[src/rtl/bsrc_pkg.sv]
// shared types and constants for the band-limited sample rate converter
// no dependencies; imported by the controller, datapath and top level
package bsrc_pkg;

   // parameter defaults
   localparam int TAPS_PER_WING_DEF = 16;
   localparam int PHASES_DEF        = 256;
   localparam int HISTORY_DEPTH_DEF = 64;
   localparam int SAMPLE_WIDTH_DEF  = 16;
   localparam int COEFF_WIDTH_DEF   = 18;

   // results per pushed sample
   localparam int MAX_OUT = 16;
   localparam int N_W     = 5;

   // register file
   localparam int CSR_IDX_W  = 2;
   localparam int CSR_DATA_W = 25;
   localparam int TSTEP_W    = 20;
   localparam int FSTEP_W    = 25;
   localparam int GAIN_W     = 17;
   localparam int CIDX_W     = 12;

   localparam logic [CSR_IDX_W-1:0] REG_TIME_STEP   = 2'd0;
   localparam logic [CSR_IDX_W-1:0] REG_FILTER_STEP = 2'd1;
   localparam logic [CSR_IDX_W-1:0] REG_COEFF_INTERP = 2'd2;
   localparam logic [CSR_IDX_W-1:0] REG_GAIN        = 2'd3;

   localparam logic [TSTEP_W-1:0] TIME_STEP_RST   = 20'd65536;
   localparam logic [FSTEP_W-1:0] FILTER_STEP_RST = 25'd16777216;
   localparam logic [GAIN_W-1:0]  GAIN_RST        = 17'd65536;

   // transaction function codes
   localparam logic FUNC_PUSH  = 1'b0;
   localparam logic FUNC_TABLE = 1'b1;

   typedef struct packed {
      logic push;
      logic tab_wr;
      logic wing_init;
      logic wing_sel;
      logic tap_addr;
      logic tap_read;
      logic tap_val;
      logic tap_acc;
      logic scale1;
      logic scale2;
      logic emit;
      logic emit_last;
   } cmd_type;

   typedef struct packed {
      logic lag_neg;
      logic pos_end;
      logic tap_last;
      logic out_busy;
   } status_type;

endpackage

[src/rtl/bsrc_controller.sv]
// controller: sequences pushes, wings, taps, scaling and result hand-off
// depends on bsrc_pkg; commands bsrc_datapath through cmd_type / status_type
module bsrc_controller import bsrc_pkg::*; (
   input  logic       clock,
   input  logic       reset,
   input  logic       req_valid,
   input  logic       req_func,
   output logic       req_stall,
   input  status_type status,
   output cmd_type    cmd
);

   typedef enum logic [8:0] {
      S_IDLE   = 9'b000000001,
      S_CHECK  = 9'b000000010,
      S_WINIT  = 9'b000000100,
      S_TADDR  = 9'b000001000,
      S_TREAD  = 9'b000010000,
      S_TVAL   = 9'b000100000,
      S_TACC   = 9'b001000000,
      S_SCALE1 = 9'b010000000,
      S_SCALE2 = 9'b100000000
   } state_type;

   state_type      state_ff, state_in;
   logic [N_W-1:0] n_ff, n_in;
   logic           pend_ff, pend_in;
   logic           wsel_ff, wsel_in;
   logic           stop;

   always_comb begin
      state_in = state_ff;
      n_in     = n_ff;
      pend_in  = pend_ff;
      wsel_in  = wsel_ff;
      cmd      = '0;
      cmd.wing_sel = wsel_ff;
      stop     = status.lag_neg | (n_ff == N_W'(MAX_OUT));
      unique case (state_ff)
         S_IDLE: begin
            if (req_valid) begin
               if (req_func == FUNC_TABLE) begin
                  cmd.tab_wr = 1'b1;
               end else begin
                  cmd.push = 1'b1;
                  n_in     = '0;
                  pend_in  = 1'b0;
                  state_in = S_CHECK;
               end
            end
         end
         S_CHECK: begin
            if (!(pend_ff && status.out_busy)) begin
               if (pend_ff) begin
                  cmd.emit      = 1'b1;
                  cmd.emit_last = stop;
                  pend_in       = 1'b0;
               end
               if (stop) begin
                  state_in = S_IDLE;
               end else begin
                  wsel_in  = 1'b0;
                  state_in = S_WINIT;
               end
            end
         end
         S_WINIT: begin
            cmd.wing_init = 1'b1;
            state_in      = S_TADDR;
         end
         S_TADDR: begin
            if (status.pos_end) begin
               if (!wsel_ff) begin
                  wsel_in  = 1'b1;
                  state_in = S_WINIT;
               end else begin
                  state_in = S_SCALE1;
               end
            end else begin
               cmd.tap_addr = 1'b1;
               state_in     = S_TREAD;
            end
         end
         S_TREAD: begin
            cmd.tap_read = 1'b1;
            state_in     = S_TVAL;
         end
         S_TVAL: begin
            cmd.tap_val = 1'b1;
            state_in    = S_TACC;
         end
         S_TACC: begin
            cmd.tap_acc = 1'b1;
            if (!status.tap_last) begin
               state_in = S_TADDR;
            end else if (!wsel_ff) begin
               wsel_in  = 1'b1;
               state_in = S_WINIT;
            end else begin
               state_in = S_SCALE1;
            end
         end
         S_SCALE1: begin
            cmd.scale1 = 1'b1;
            state_in   = S_SCALE2;
         end
         S_SCALE2: begin
            cmd.scale2 = 1'b1;
            n_in       = n_ff + N_W'(1);
            pend_in    = 1'b1;
            state_in   = S_CHECK;
         end
         default: state_in = S_IDLE;
      endcase
   end

   always_ff @(posedge clock) begin
      if (reset) begin
         state_ff <= S_IDLE;
         n_ff     <= '0;
         pend_ff  <= 1'b0;
         wsel_ff  <= 1'b0;
      end else begin
         state_ff <= state_in;
         n_ff     <= n_in;
         pend_ff  <= pend_in;
         wsel_ff  <= wsel_in;
      end
   end

   assign req_stall = state_ff != S_IDLE;

`ifndef SYNTH
   a_emit_free: assert property (@(posedge clock) disable iff (reset)
      cmd.emit |-> !status.out_busy)
      else $error("result loaded while output register held");
   a_n_bound: assert property (@(posedge clock) disable iff (reset)
      n_ff <= N_W'(MAX_OUT))
      else $error("result count beyond limit");
   a_scale_check: assert property (@(posedge clock) disable iff (reset)
      state_ff == S_SCALE2 |=> state_ff == S_CHECK && pend_ff)
      else $error("scaled result not handed to check");
   a_idle_clear: assert property (@(posedge clock) disable iff (reset)
      (state_ff == S_CHECK && stop && !(pend_ff && status.out_busy))
      |=> state_ff == S_IDLE && !pend_ff)
      else $error("run ended with result pending");
`endif

endmodule

[config.mk]
export PLATFORM = sky130hd
export DESIGN_NAME = bsrc_controller
export DESIGN_NICKNAME = d
export VERILOG_FILES = /design/src/rtl/bsrc_pkg.sv /design/src/rtl/bsrc_controller.sv
export SDC_FILE = /design/constraint.sdc
export NUM_CORES = 1
export LEC_CHECK = 0
export BUFFER_PORTS_ARGS = -buffer_cell sky130_fd_sc_hd__buf_2
export CAP_MARGIN = 20
export CORE_ASPECT_RATIO = 0.7
export CORE_UTILIZATION = 50
export DETAILED_ROUTE_END_ITERATION = 12
export GPL_TIMING_DRIVEN = 1
export PLACE_DENSITY = 0.75
export SLEW_MARGIN = 10
export SYNTH_ARGS = -nofsm -noshare
export SYNTH_HDL_FRONTEND = slang
export SYNTH_SLANG_ARGS = --single-unit
[constraint.sdc]
create_clock -name clock -period 2.2 [get_ports clock]
set_input_delay 0.44 -clock clock [delete_from_list [all_inputs] [get_ports clock]]
set_output_delay 0.44 -clock clock [all_outputs]
set_load 0.05 [all_outputs]
# Yosys cells after proc, flatten, opt, wreduce, memory -nomap -nowiden

Index checks and enable logic that the tools add are counted.

Register bits after elaboration: 16
Bits of input ports: 8
Output and inout port bits: 13

$add $sub $neg: 1
Equal/unequal tests: 17
Multiplexer cells: 35
Bitwise operators: 1
Reduce and logical (&&, ||, !) cells: 8

Operator list:

| cell                                                                     | number |
|---|---|
| 9-bit case mux with 9 select lines                                       | 1 |
| 9-bit 2-to-1 mux                                                         | 4 |
| 1-bit 2-to-1 mux                                                         | 17 |
| 8-bit 2-to-1 mux                                                         | 2 |
| 2-bit inequality test (second input constant)                            | 6 |
| 2-bit 2-to-1 mux                                                         | 5 |
| 5-bit 2-to-1 mux                                                         | 2 |
| 5-bit case mux with 2 select lines                                       | 1 |
| 9-bit by 1-bit equality test with 1-bit output (second input constant)   | 1 |
| 9-bit by 2-bit equality test with 1-bit output (second input constant)   | 1 |
| 9-bit by 3-bit equality test with 1-bit output (second input constant)   | 1 |
| 9-bit by 4-bit equality test with 1-bit output (second input constant)   | 1 |
| 9-bit by 5-bit equality test with 1-bit output (second input constant)   | 1 |
| 9-bit by 6-bit equality test with 1-bit output (second input constant)   | 1 |
| 9-bit by 7-bit equality test with 1-bit output (second input constant)   | 1 |
| 9-bit by 8-bit equality test with 1-bit output (second input constant)   | 1 |
| 9-bit equality test (second input constant)                              | 1 |
| 9-bit by 1-bit inequality test with 1-bit output (second input constant) | 1 |
| 1-bit case mux with 3 select lines                                       | 2 |
| 3-bit AND reduction                                                      | 2 |
| 3-bit nonzero test                                                       | 2 |
| 5-bit by 1-bit adder with 5-bit output (second input constant)           | 1 |
| 5-bit equality test (second input constant)                              | 1 |
| 5-bit AND reduction                                                      | 1 |
| other kinds (5)                                                          | 5 |

# Longest topological paths before layout

Depth after elaboration: 5
Mapped depth: 7

# Worst setup path before layout

OpenSTA, ideal clock, no wires.

Path type: register -> output
From: register state_ff[5]
To: output cmd[10] (netlist bit)
Data arrival time: 2.357 ns
Data required time: 1.760 ns
Path slack: -0.597 ns
Stages on the path, launching flop included: 5
Buffers on the path: 0
Path through: dfxtp_1 -> or4_4 -> nor3_4 -> nand3_1 -> nor2_1

RTL lines:

| element                | RTL line               | RTL |
|---|---|---|
| start, declared        | bsrc_controller.sv:25  | `state_type state_ff, state_in;` |
| start signal, assigned | bsrc_controller.sv:124 | `state_ff <= state_in;` |
| end, declared          | bsrc_controller.sv:10  | `output cmd_type cmd` |

==> results by group <==
Synth
  • Synth cell count leaders: dfxtp_1, nor2_1, inv_1, nand3_1, nor3_1
  • Synth warn: 0
  • Leading area contributor after synthesis: dfxtp_1
  • Net count after synthesis: 126
  • Post-synth top area share: approximately 33%
  • EDFF count, synth: 0
  • Mapped cell area: slightly below 1000 µm²
  • Average size of a mapped cell: between 8 and 9 µm²
  • Post-synth top flop: dfxtp_1
  • Fraction of registers with async set/reset: 0%
  • Register bit total from synthesis: 16
  • Main area contributors after synthesis: dfxtp_1, nor2_1, xor2_1, nand3_1, nor3_1
  • Sequential area share after synthesis: 33.0%
  • Post-synth cell types: 40
  • Mapped Cells: 116

Power and ir drop
  • Clk network pwr share: around 33%
  • Peak supply drop: roughly 0.48 mV
  • Sequential power share: between 50% and 60%
  • Cell Pwr Density: 454 nW/µm²
  • Int Pwr: 0.435 mW
  • Leakage: 0.568 nW
  • Comb power frac: between 10% and 20%
  • Sw Ratio: 27.6%
  • Net Switching: between 0.15 and 0.2 mW
  • Final Total Pwr: 0.600 mW

Setup path
  • Critical path type: reg -> out
  • Max Fanout on Critical Path: 4
  • WP data arrival: 1.95 ns
  • R2r endpoint: state_ff[0]$_SDFFE_PP1P_
  • Reg2Reg Depth: 8
  • WP data required: 1.76 ns
  • CP Launch Type: register
  • Crit. End Element: output pin
  • Crit. Startpoint: state_ff[6]$_SDFFE_PP0P_
  • Reg2reg setup slack: 0.19 ns
  • CP Capture Point: cmd[0]
  • RR Startpoint: state_ff[6]$_SDFFE_PP0P_

Status
  • Failing checks: setup timing
  • Status: complete, but fails checks

Clock tree
  • Root Driver: clkbuf_4
  • Sink Count: 16
  • Clock Latency Late Sink: 0.30 ns
  • Reg clk slew, reported paths: between 0.1 and 0.15 ns
  • TritonCTS buffer count: 3
  • CTS tree: done
  • H-tree depth: 1
  • Max Buffers Root-to-Sink: 2

STA
  • Final Worst Setup Slack: -0.195 ns
  • Hold Violations, Final: 0
  • RSZ-0062 raised after global routing: yes
  • Max Clk Rate: ~0.42 GHz
  • Endpoints failing setup: 7
  • Tmin final: 2.39 ns
  • Fin crit share: 109%
  • Worst Skew: 0.0142 ns
  • Slew @ Worst Pin: 0.403 ns
  • Final Slew Violations: 0
  • Worst slew margin: 72.9%

Global routing
  • Largest net degree at the start of global routing: 13
  • Global Route Usage Sum: around 28%
  • First-pass GRT wire length: roughly 4 mm
  • Vias in the first global route: between 800 and 900
  • GR Overflow Total: 0
  • Initial antenna violation count: 0

Flow run
  • Max Cap Viol: 0

Place
  • Port Buf Inserts: 20
  • Placed insts: approximately 160
  • RePlAce Congestion: approximately 0.9
  • Post-DP HPWL: 1.77 mm

Routing
  • DRC errors left: 0
  • Iter 0 DRT Violations: 40
  • DR WL/cell: 14.6 µm
  • Post-route ant nets: 0
  • Drt total wl: between 2 and 2.5 mm
  • Vias per cell: 5.71
  • Vias after detailed routing: a little under 1k
  • TritonRoute pass-1 iters: 4

Cells and area
  • ANT cells: 0
  • Non-Filler Instances: 170
  • Final design utilization: 77.9%
  • Post-synthesis to final-layout area growth: 36.1%
  • Fillers: 128
  • Proportion of layout cells with a drive suffix above 1: 39.6%
  • Final nets: 160

Floorplan
  • Area of the core: 1700 µm²
  • Die X: 54.7 µm
  • Die Y: 38.9 µm
  • Die area: 2130 µm²
  • Initial Util: between 50% and 60%
  • Io pins: 21
  • Row count: 12

Min path
  • Hold Path Class: in -> reg
==> flip-flops by register name (all words and copies together) (netlist names) <==
name      count
n_ff          5
wsel_ff       1
pend_ff       1
state_ff      9
==> kinds of logic (layout without fill, tap and decap cells) <==
logic type | Yosys count | after routing | share of synthesized area, %
flip-flops | 16 | 16 | 33.0
XOR/XNOR | 5 | 5 | 4.51
AO/OA/AOI/OAI | 19 | 19 | 13.4
AND/OR/NAND/NOR | 61 | 61 | 38.9
multiplexers | 1 | 1 | 1.16
adder cells (fa/ha/maj) | 2 | 2 | 2.58
buffers and inverters | 12 | 45 | 6.44
==> routing by layer <==
metal	part of all wire [%]	wire [µm]	up-vias	track usage, %
li1	-	-	480	-
met2	45	1110	47	43.4
met4	1.4	36	0	6.41
met3	8.5	211	4	9.02
met5	0	0	-	0
met1	45	1120	439	36.4
==> area by class of cell <==
| type | count | area [µm²] | share of cell area, % |
|---|---|---|---|
| repair buffers | 35 | 279 | 21.1 |
| flip-flops and latches | 16 | 325 | 24.6 |
| clock buffers | 4 | 36.3 | 2.75 |
| well taps | 21 | 26.3 | 1.99 |
| multi-input cells | 88 | 632 | 47.8 |
| inverters | 6 | 22.5 | 1.70 |
==> power groups by stage <==
stage	registers (mW)	clock network (mW)	logic, mW
6_report	0.302	0.199	0.0991
5_1_grt	0.303	0.215	0.107
4_1_cts	0.301	0.205	0.0957
3_5_place_dp	0.308	0	0.0841
3_3_place_gp	0.307	0	0.0835
2_1_floorplan	0.299	0	0.0698
==> worst max-delay path, stage by stage (launching register included) <==
cell and delay (ns):
dfxtp_2 0.34, or4_4 0.57, nor2_4 0.15, nand3_4 0.09, nor3b_4 0.20, and2b_4 0.18, buf_8 0.14
==> cell usage in the layout, fill, tap and decap left out, types with 2 or more instances in the layout <==
cell       n
buf_4     16
nor2_1    15
dfxtp_1   12
buf_2     10
nor3_1     6
inv_1      6
nand2_1    5
a21oi_1    5
xor2_1     5
clkbuf_4   5
nor2b_1    4
nand4_1    4
buf_8      4
dfxtp_2    4
nand2b_1   3
nand3b_1   3
o21ai_0    3
nand3_1    3
buf_6      3
nand3_2    2
nor2_4     2
o22ai_1    2
a31oi_1    2
ha_1       2
==> per-stage QoR <==
step	area [µm²]	setup WS, ns	setup TNS [ns]	hold WS (ns)
floorplan	993	-0.265	-0.526	0.471
global placement	1130	0.0321	0	0.498
detailed placement	1130	-0.00460	-0.00460	0.517
CTS	1290	-0.199	-0.732	0.459
global route	1320	-0.262	-1.24	0.469
finish	1320	-0.195	-0.795	0.460
==> how the worst min path moves through the flow <==
stage               cells after the start                       end  slack, ns                 start
floorplan                               2      n_ff[4]$_SDFFE_PP0P_       0.47  n_ff[4]$_SDFFE_PP0P_
global placement                        2      n_ff[1]$_SDFFE_PP0P_       0.50  n_ff[1]$_SDFFE_PP0P_
detailed placement                      2      n_ff[1]$_SDFFE_PP0P_       0.52  n_ff[1]$_SDFFE_PP0P_
CTS                                     2  state_ff[4]$_SDFFE_PP0P_       0.46                 reset
global route                            2  state_ff[3]$_SDFFE_PP0P_       0.47                 reset
finish                                  2  state_ff[4]$_SDFFE_PP0P_       0.46                 reset
==> timing repair <==
| item | in CTS | in global routing |
|---|---|---|
| setup buffers | 6 | 2 |
| setup endpoints to repair | 8 | 12 |
| resized for setup | 23 | 5 |
| pin swaps | 5 | 1 |
| hold buffers | 0 | 0 |
(Power assumes the default switching activity.)
